[config.mk]
export PLATFORM = sky130hd
export DESIGN_NAME = dictionary_bitmask_code_decompressor
export DESIGN_NICKNAME = d
export VERILOG_FILES = /design/src/rtl/dbcd_pkg.sv /design/src/rtl/dictionary_bitmask_code_decompressor.sv /design/src/rtl/dbcd_dict.sv /design/src/rtl/dbcd_rebuild.sv /design/src/rtl/dbcd_out.sv
export SDC_FILE = /design/constraint.sdc
export NUM_CORES = 1
export LEC_CHECK = 0
export ABC_AREA = 0
export BUFFER_PORTS_ARGS = -buffer_cell sky130_fd_sc_hd__buf_2
export CORE_UTILIZATION = 40
export DETAILED_ROUTE_END_ITERATION = 8
export GPL_TIMING_DRIVEN = 0
export PLACE_DENSITY_LB_ADDON = 0.12
export SKIP_LAST_GASP = 1
export SYNTH_ARGS = -nofsm -noshare
export SYNTH_HDL_FRONTEND = slang
export SYNTH_SLANG_ARGS = --single-unit
export TNS_END_PERCENT = 20
[constraint.sdc]
create_clock -name clk -period 5.15 [get_ports clk]
set_input_delay 1.545 -clock clk [delete_from_list [all_inputs] [get_ports clk]]
set_output_delay 1.545 -clock clk [all_outputs]
set_load 0.02 [all_outputs]
[src/rtl/dbcd_pkg.sv]
// Package for the dictionary bitmask code decompressor.
// Holds the operation codes, fixed widths and the load record for the output stage.
// No dependencies.
package dbcd_pkg;

	localparam int WORD_BITS = 32;
	localparam int OP_BITS   = 3;
	localparam int IDX_BITS  = 3;
	localparam int CNT_BITS  = 2;
	localparam int REG_COUNT = 8;
	localparam int REG_BITS  = 3;
	localparam int IN_BYTES  = (OP_BITS + WORD_BITS + 7) / 8;

	// Compressed code options.
	typedef enum logic [OP_BITS-1:0] {
		OP_REPEAT  = 3'b000,
		OP_BITMASK = 3'b001,
		OP_ONE_BIT = 3'b010,
		OP_TWO_ADJ = 3'b011,
		OP_TWO_ANY = 3'b100,
		OP_DIRECT  = 3'b101,
		OP_RAW     = 3'b110,
		OP_PAD     = 3'b111
	} op_t;

	// What the input stage hands to the output stage when it advances.
	typedef struct packed {
		logic                 load;
		logic                 repeat_run;
		logic [CNT_BITS-1:0]  count;
		logic [WORD_BITS-1:0] word;
	} load_t;

endpackage

[src/rtl/dictionary_bitmask_code_decompressor.sv]
// Top level of the dictionary bitmask code decompressor.
// Two register stages: a code is taken into the input register, then loaded into the
// output register, whose word the master side sees; the output can stall the load.
// One code per cycle while the output register is free to load; a run code repeats its
// word count+1 times, set by the repeat counter in the output register.
// Padding codes are dropped in the input register and give no word.
// Reset is asynchronous, active low: dictionary and last word clear to zero.
module dictionary_bitmask_code_decompressor import dbcd_pkg::*; #(
	parameter int DICT_ENTRIES = 8
) (
	input  logic                   clk,
	input  logic                   arst_n,
	input  logic                   wr_en,
	input  logic [REG_BITS-1:0]    wr_index,
	input  logic [WORD_BITS-1:0]   wr_data,
	input  logic                   s_axis_tvalid,
	output logic                   s_axis_tready,
	input  logic [IN_BYTES*8-1:0]  s_axis_tdata,  // operation[2:0], payload[34:3], zero fill
	output logic                   m_axis_tvalid,
	input  logic                   m_axis_tready,
	output logic [WORD_BITS-1:0]   m_axis_tdata,  // word[31:0]
	output logic                   m_axis_tlast
);

	logic [DICT_ENTRIES-1:0][WORD_BITS-1:0] dict;
	logic                 valid_s1;
	op_t                  op_s1;
	logic [WORD_BITS-1:0] payload_s1;
	logic                 advance;
	logic                 out_free;
	load_t                ld;

	dbcd_dict #(.DICT_ENTRIES(DICT_ENTRIES)) u_dict (
		.clk      (clk),
		.arst_n   (arst_n),
		.wr_en    (wr_en),
		.wr_index (wr_index),
		.wr_data  (wr_data),
		.dict     (dict)
	);

	// A padding code leaves at once; any other waits for room at the output.
	assign advance       = valid_s1 && ((op_s1 == OP_PAD) || out_free);
	assign s_axis_tready = !valid_s1 || advance;

	// Input register.
	always_ff @(posedge clk or negedge arst_n) begin
		if (!arst_n) begin
			valid_s1 <= 1'b0;
		end else if (s_axis_tready) begin
			valid_s1 <= s_axis_tvalid;
		end
	end

	always_ff @(posedge clk) begin
		if (s_axis_tready && s_axis_tvalid) begin
			op_s1      <= op_t'(s_axis_tdata[OP_BITS-1:0]);
			payload_s1 <= s_axis_tdata[OP_BITS+WORD_BITS-1:OP_BITS];
		end
	end

	dbcd_rebuild #(.DICT_ENTRIES(DICT_ENTRIES)) u_rebuild (
		.dict      (dict),
		.valid     (advance),
		.operation (op_s1),
		.payload   (payload_s1),
		.ld        (ld)
	);

	dbcd_out u_out (
		.clk           (clk),
		.arst_n        (arst_n),
		.ld            (ld),
		.m_axis_tready (m_axis_tready),
		.m_axis_tvalid (m_axis_tvalid),
		.m_axis_tdata  (m_axis_tdata),
		.m_axis_tlast  (m_axis_tlast),
		.free          (out_free)
	);

endmodule

[src/rtl/dbcd_dict.sv]
// Dictionary register file written through the configuration port.
// Depends on dbcd_pkg for widths.
module dbcd_dict import dbcd_pkg::*; #(
	parameter int DICT_ENTRIES = 8
) (
	input  logic                                    clk,
	input  logic                                    arst_n,
	input  logic                                    wr_en,
	input  logic [REG_BITS-1:0]                     wr_index,
	input  logic [WORD_BITS-1:0]                    wr_data,
	output logic [DICT_ENTRIES-1:0][WORD_BITS-1:0]  dict
);

	logic [DICT_ENTRIES-1:0][WORD_BITS-1:0] dict_q;

	// Writes beyond the dictionary depth are dropped.
	always_ff @(posedge clk or negedge arst_n) begin
		if (!arst_n) begin
			dict_q <= '0;
		end else if (wr_en) begin
			for (int i = 0; i < DICT_ENTRIES; i++) begin
				if (wr_index == REG_BITS'(i)) begin
					dict_q[i] <= wr_data;
				end
			end
		end
	end

	assign dict = dict_q;

endmodule

[src/rtl/dbcd_rebuild.sv]
// Word reconstruction for one code: dictionary lookup and bit flips.
// Depends on dbcd_pkg for operation codes and the load record.
module dbcd_rebuild import dbcd_pkg::*; #(
	parameter int DICT_ENTRIES = 8
) (
	input  logic [DICT_ENTRIES-1:0][WORD_BITS-1:0] dict,
	input  logic                                   valid,
	input  op_t                                    operation,
	input  logic [WORD_BITS-1:0]                   payload,
	output load_t                                  ld
);

	localparam int DIDX_BITS = (DICT_ENTRIES > 1) ? $clog2(DICT_ENTRIES) : 1;

	logic [IDX_BITS-1:0]  idx;
	logic [WORD_BITS-1:0] entry;
	logic [4:0]           pos_a;
	logic [4:0]           pos_b;
	logic [3:0]           mask;
	logic [WORD_BITS-1:0] flip;

	assign idx   = payload[2:0];
	assign pos_b = payload[7:3];
	assign mask  = payload[6:3];

	// Indexes past the dictionary depth read as zero.
	always_comb begin
		if ({29'd0, idx} < DICT_ENTRIES) begin
			entry = dict[idx[DIDX_BITS-1:0]];
		end else begin
			entry = '0;
		end
	end

	// Position fields sit at different offsets depending on the option.
	always_comb begin
		pos_a = payload[7:3];
		flip  = '0;
		case (operation)
			OP_BITMASK: begin
				pos_a = payload[11:7];
				flip  = {mask, 28'd0} >> pos_a;
			end
			OP_ONE_BIT: begin
				flip = 32'h8000_0000 >> pos_b;
			end
			OP_TWO_ADJ: begin
				// The second bit falls off the end at position 31.
				flip = 32'hC000_0000 >> pos_b;
			end
			OP_TWO_ANY: begin
				pos_a = payload[12:8];
				flip  = (32'h8000_0000 >> pos_a) ^ (32'h8000_0000 >> pos_b);
			end
			default: begin
				flip = '0;
			end
		endcase
	end

	// Assemble the load record; padding never loads the output stage.
	always_comb begin
		ld.load       = valid && (operation != OP_PAD);
		ld.repeat_run = (operation == OP_REPEAT);
		ld.count      = (operation == OP_REPEAT) ? payload[1:0] : '0;
		case (operation)
			OP_RAW:  ld.word = payload;
			default: ld.word = entry ^ flip;
		endcase
	end

endmodule

[src/rtl/dbcd_out.sv]
// Output register with repeat counter and the last-word history.
// Depends on dbcd_pkg for the load record.
module dbcd_out import dbcd_pkg::*; (
	input  logic                 clk,
	input  logic                 arst_n,
	input  load_t                ld,
	input  logic                 m_axis_tready,
	output logic                 m_axis_tvalid,
	output logic [WORD_BITS-1:0] m_axis_tdata,  // word
	output logic                 m_axis_tlast,
	output logic                 free
);

	logic                 valid_q;
	logic [CNT_BITS-1:0]  cnt_q;
	logic [WORD_BITS-1:0] word_q;
	logic [WORD_BITS-1:0] prev_q;
	logic                 take;

	assign take = valid_q && m_axis_tready;
	// The register can take a new code once its final word leaves.
	assign free = !valid_q || (take && (cnt_q == '0));

	// Control state: valid flag, remaining repeat copies and the last-word history.
	always_ff @(posedge clk or negedge arst_n) begin
		if (!arst_n) begin
			valid_q <= 1'b0;
			cnt_q   <= '0;
			prev_q  <= '0;
		end else if (free && ld.load) begin
			valid_q <= 1'b1;
			cnt_q   <= ld.count;
			if (!ld.repeat_run) begin
				prev_q <= ld.word;
			end
		end else if (take) begin
			if (cnt_q != '0) begin
				cnt_q <= cnt_q - CNT_BITS'(1);
			end else begin
				valid_q <= 1'b0;
			end
		end
	end

	// Word payload: a run repeats the word given last.
	always_ff @(posedge clk) begin
		if (free && ld.load) begin
			word_q <= ld.repeat_run ? prev_q : ld.word;
		end
	end

	assign m_axis_tvalid = valid_q;
	assign m_axis_tdata  = word_q;
	assign m_axis_tlast  = (cnt_q == '0);

	// A held word always matches the history register.
	a_prev_match: assert property (@(posedge clk) disable iff (!arst_n)
		valid_q |-> (word_q == prev_q))
		else $error("output word differs from last-word history");

	// A non-final copy of a run is followed by another copy of the same word.
	a_run_holds: assert property (@(posedge clk) disable iff (!arst_n)
		(take && (cnt_q != '0)) |=> (valid_q && $stable(word_q)))
		else $error("repeat run broken before its last copy");

	// The counter only moves down on a handshake or reloads on a new code.
	a_cnt_step: assert property (@(posedge clk) disable iff (!arst_n)
		(valid_q && !m_axis_tready) |=> $stable(cnt_q))
		else $error("repeat count changed while stalled");

endmodule
==> run summary <==
synth top area cells: dfrtp_1 (41%), mux2_2 (18%), edfxtp_1 (11%)
DR vias: 12.3k
Critical Path Start Type: input port
critical path's slowest cell: buf_2
fin cells: 2132
Placed Area: 19300 sq um
pwr/cell area: 486 nW/um^2
Yosys reg bits: 359
clock tree buffer depth: 3
H-tree levels: 2
peak supply drop: 0.282 mV
register area: 9320 sq um
hold path cells: 2
YS warnings: 0
post-synthesis cell count: 1351
stages on the worst setup path: 5
share of the synthesized area in the top cell type: 40.6%
Fillers: 4057
Synth Area in Compound Gates: 8.04%
CTS tree: built
Synth Area per Inst: 13.3 sq um
Final Instance Area: 20800 sq um
Worst R2R Path Depth: 9
Area Overhead vs Synth: 15.5%
main combinational cell family by area after synthesis: multiplexers
Post-DRT Antenna Nets: 0
worst slew pin tran: 0.986 ns
Critical Path, Cell by Cell: buf_2 > nand2_1 > and2_1 > nand2_1 > buf_2
Clock Latency Late Sink: 0.57 ns
Buffers & Inverters on Critical Path: 2
wire per inst: 25.0 um
die footprint: 45800 sq um
multi-input logic area: 8180 sq um
Post-Synth XOR/XNOR Area: 1.56%
Util after Layout: 46.9%
layout cell share with drive strength beyond 1: 37.1%
Max Cap Violations: 0
I/O pin count: 115
adder-cell share of the synthesized area: 0.348%
ys flop type: dfrtp_1
vias in the first global route: 12.7k
antenna violations before repair: 7
post-synthesis sequential area ratio: 51.8%
placed cells: 2051
max incr delay on CP: 0.17 ns
grt ovf: 0
PortBufs: 106
post-route DRC violation count: 0
Mapped Nets: 1436
unique cell type count in the Yosys netlist: 72
clk_skew: 0.0129 ns
Final min period: 3.63 ns
f_max: 275 MHz
total negative slack: 0 ns
CP endpoint kind: output port
WP data required: 3.61 ns
count leader, synth: dfrtp_1
# nets final: 1589
cell area after synthesis: 18000 sq um
status: completed
TritonRoute pass-1 iters: 5
crit path max fanout: 3
clk slew on worst S/H paths: 0.05 ns
pin count of the biggest net entering global routing: 109
row cnt: 77
gr usage total: 23.7%
Post-CTS Setup Repair Bufs: 0
CORE AREA: 44300 sq um
Final HPWL DP: 37000 um
setup slack, reg-to-reg: 1.60 ns
DIE WIDTH: 214 um
async set-reset flop share out of synthesis: 81.3%
relative slew slack: 34.2%
Post-synth EDFFs: 67
CTS Sinks: 359
final setup fails: 0
die height: 214 um
Final period util: 70.5%
Setup CP Type: input port to output port
unrepaired setup endpoints after global routing: no
area leader, netlist: dfrtp_1
mux contribution to synthesized area: 27.6%
Post-Synth Simple-Gate Area: 7.94%
Post-CTS Resized: 0
static leakage: 0.00827 uW
delay-heaviest family, CP: simple AND/OR/NAND/NOR gates
Slew Viols, Final: 0
Hold Vio Cnt, Final: 0
GP Congestion: 0.951
Worst Path Arrival: 2.09 ns
hold buffer count at cts: 0
top cells by count, synth: dfrtp_1 (292), mux2_2 (282), edfxtp_1 (67)
Starting DRT DRC Count: 1045
Starting Density: 40.6%
Total Power: 10100 uW
Vias/cell: 5.75
worst min path class: flop to flop
routed wire length: 53200 um
first-pass GRT wire length: 82000 um
root buf cell: clkbuf_16
CTS buffer count: 42
[final timing paths]
check,from,end
worst min-delay path,valid_s1$_DFFE_PN0N_,u_out.m_axis_tvalid$_DFFE_PN0P_
max in group asynchronous,arst_n,u_dict.dict[89]$_DFFE_PN0P_
worst max-delay path,m_axis_tready,s_axis_tready
worst max register to register,payload_s1[4]$_DFFE_PP_,u_out.m_axis_tdata[11]$_DFFE_PP_
min in group asynchronous,arst_n,u_out.prev_q[4]$_DFFE_PN0P_
worst min register to register,valid_s1$_DFFE_PN0N_,u_out.m_axis_tvalid$_DFFE_PN0P_
[registers in the layout, indices dropped and copies added, names as in the netlist]
register	count
op_s1	3
u_dict.dict	256
payload_s1	32
u_out.m_axis_tdata	32
valid_s1	1
u_out.prev_q	32
u_out.cnt_q	2
u_out.m_axis_tvalid	1
[per-stage QoR]
stage,hold slack [ns],setup WS (ns)
2_1_floorplan,0.430,1.68
3_3_place_gp,0.444,-3.22
3_5_place_dp,0.450,0.909
4_1_cts,0.462,1.49
5_1_grt,0.485,1.46
6_report,0.463,1.52
[report_power, final]
part	switching (uW)	internal, uW	leakage (uW)
registers	333	3690	0.00414
logic	1680	1300	0.00343
clock network	1190	1910	0.000700
total	3200	6900	0.00827
[layout make-up]
class / instances / area share (%)
tap: 592 / 3.56
clock inverter: 12 / 0.939
antenna: 4 / 0.0482
sequential: 359 / 44.9
multi-input combinational: 881 / 39.4
clock buffer: 64 / 5.96
timing repair buffer: 109 / 2.94
buffer: 103 / 2.20
inverter: 8 / 0.145
[logic make-up (layout without fill, tap and decap cells)]
family,Yosys count,count (layout)
muxes,379,379
other,0,4
adders and majority gates,5,5
AOI/OAI and AO/OA,204,204
buffers and inverters,111,296
and+or+nand+nor,261,261
xor gates and xnor gates,32,32
DFF,359,359
[layout by cell type, fill, tap and decap left out, drive strengths merged, types with 5 or more instances in the layout]
| cell | n |
|---|---|
| a211oi | 6 |
| a21oi | 38 |
| a22o | 10 |
| a311o | 5 |
| a31oi | 12 |
| a32oi | 6 |
| and2 | 9 |
| buf | 155 |
| bufinv | 5 |
| clkbuf | 121 |
| clkinv | 7 |
| dfrtp | 292 |
| edfxtp | 67 |
| ha | 5 |
| inv | 8 |
| mux2 | 282 |
| mux2i | 32 |
| mux4 | 65 |
| nand2 | 56 |
| nand2b | 12 |
| nand3 | 33 |
| nand4 | 5 |
| nand4b | 6 |
| nor2 | 47 |
| nor2b | 20 |
| nor3 | 15 |
| nor3b | 8 |
| o2111ai | 9 |
| o211ai | 22 |
| o21ai | 28 |
| o221ai | 7 |
| o22ai | 24 |
| o32ai | 7 |
| or3 | 16 |
| or3b | 7 |
| xnor2 | 20 |
| xor2 | 12 |
[routing by layer]
| layer | track usage [%] | routed length [um] | vias up |
|---|---|---|---|
| li1 | - | - | 5472 |
| met1 | 32.4 | 23700 | 6304 |
| met2 | 37.6 | 24700 | 363 |
| met3 | 4.71 | 2850 | 117 |
| met4 | 8.42 | 1900 | 6 |
| met5 | 0 | 41 | - |
[tightest hold or removal path: stages (launching register included)]
cell and delay, ns:
dfrtp_1 0.33, nand2_1 0.05, nand2_1 0.05
Power figures use the tool's default switching activity.
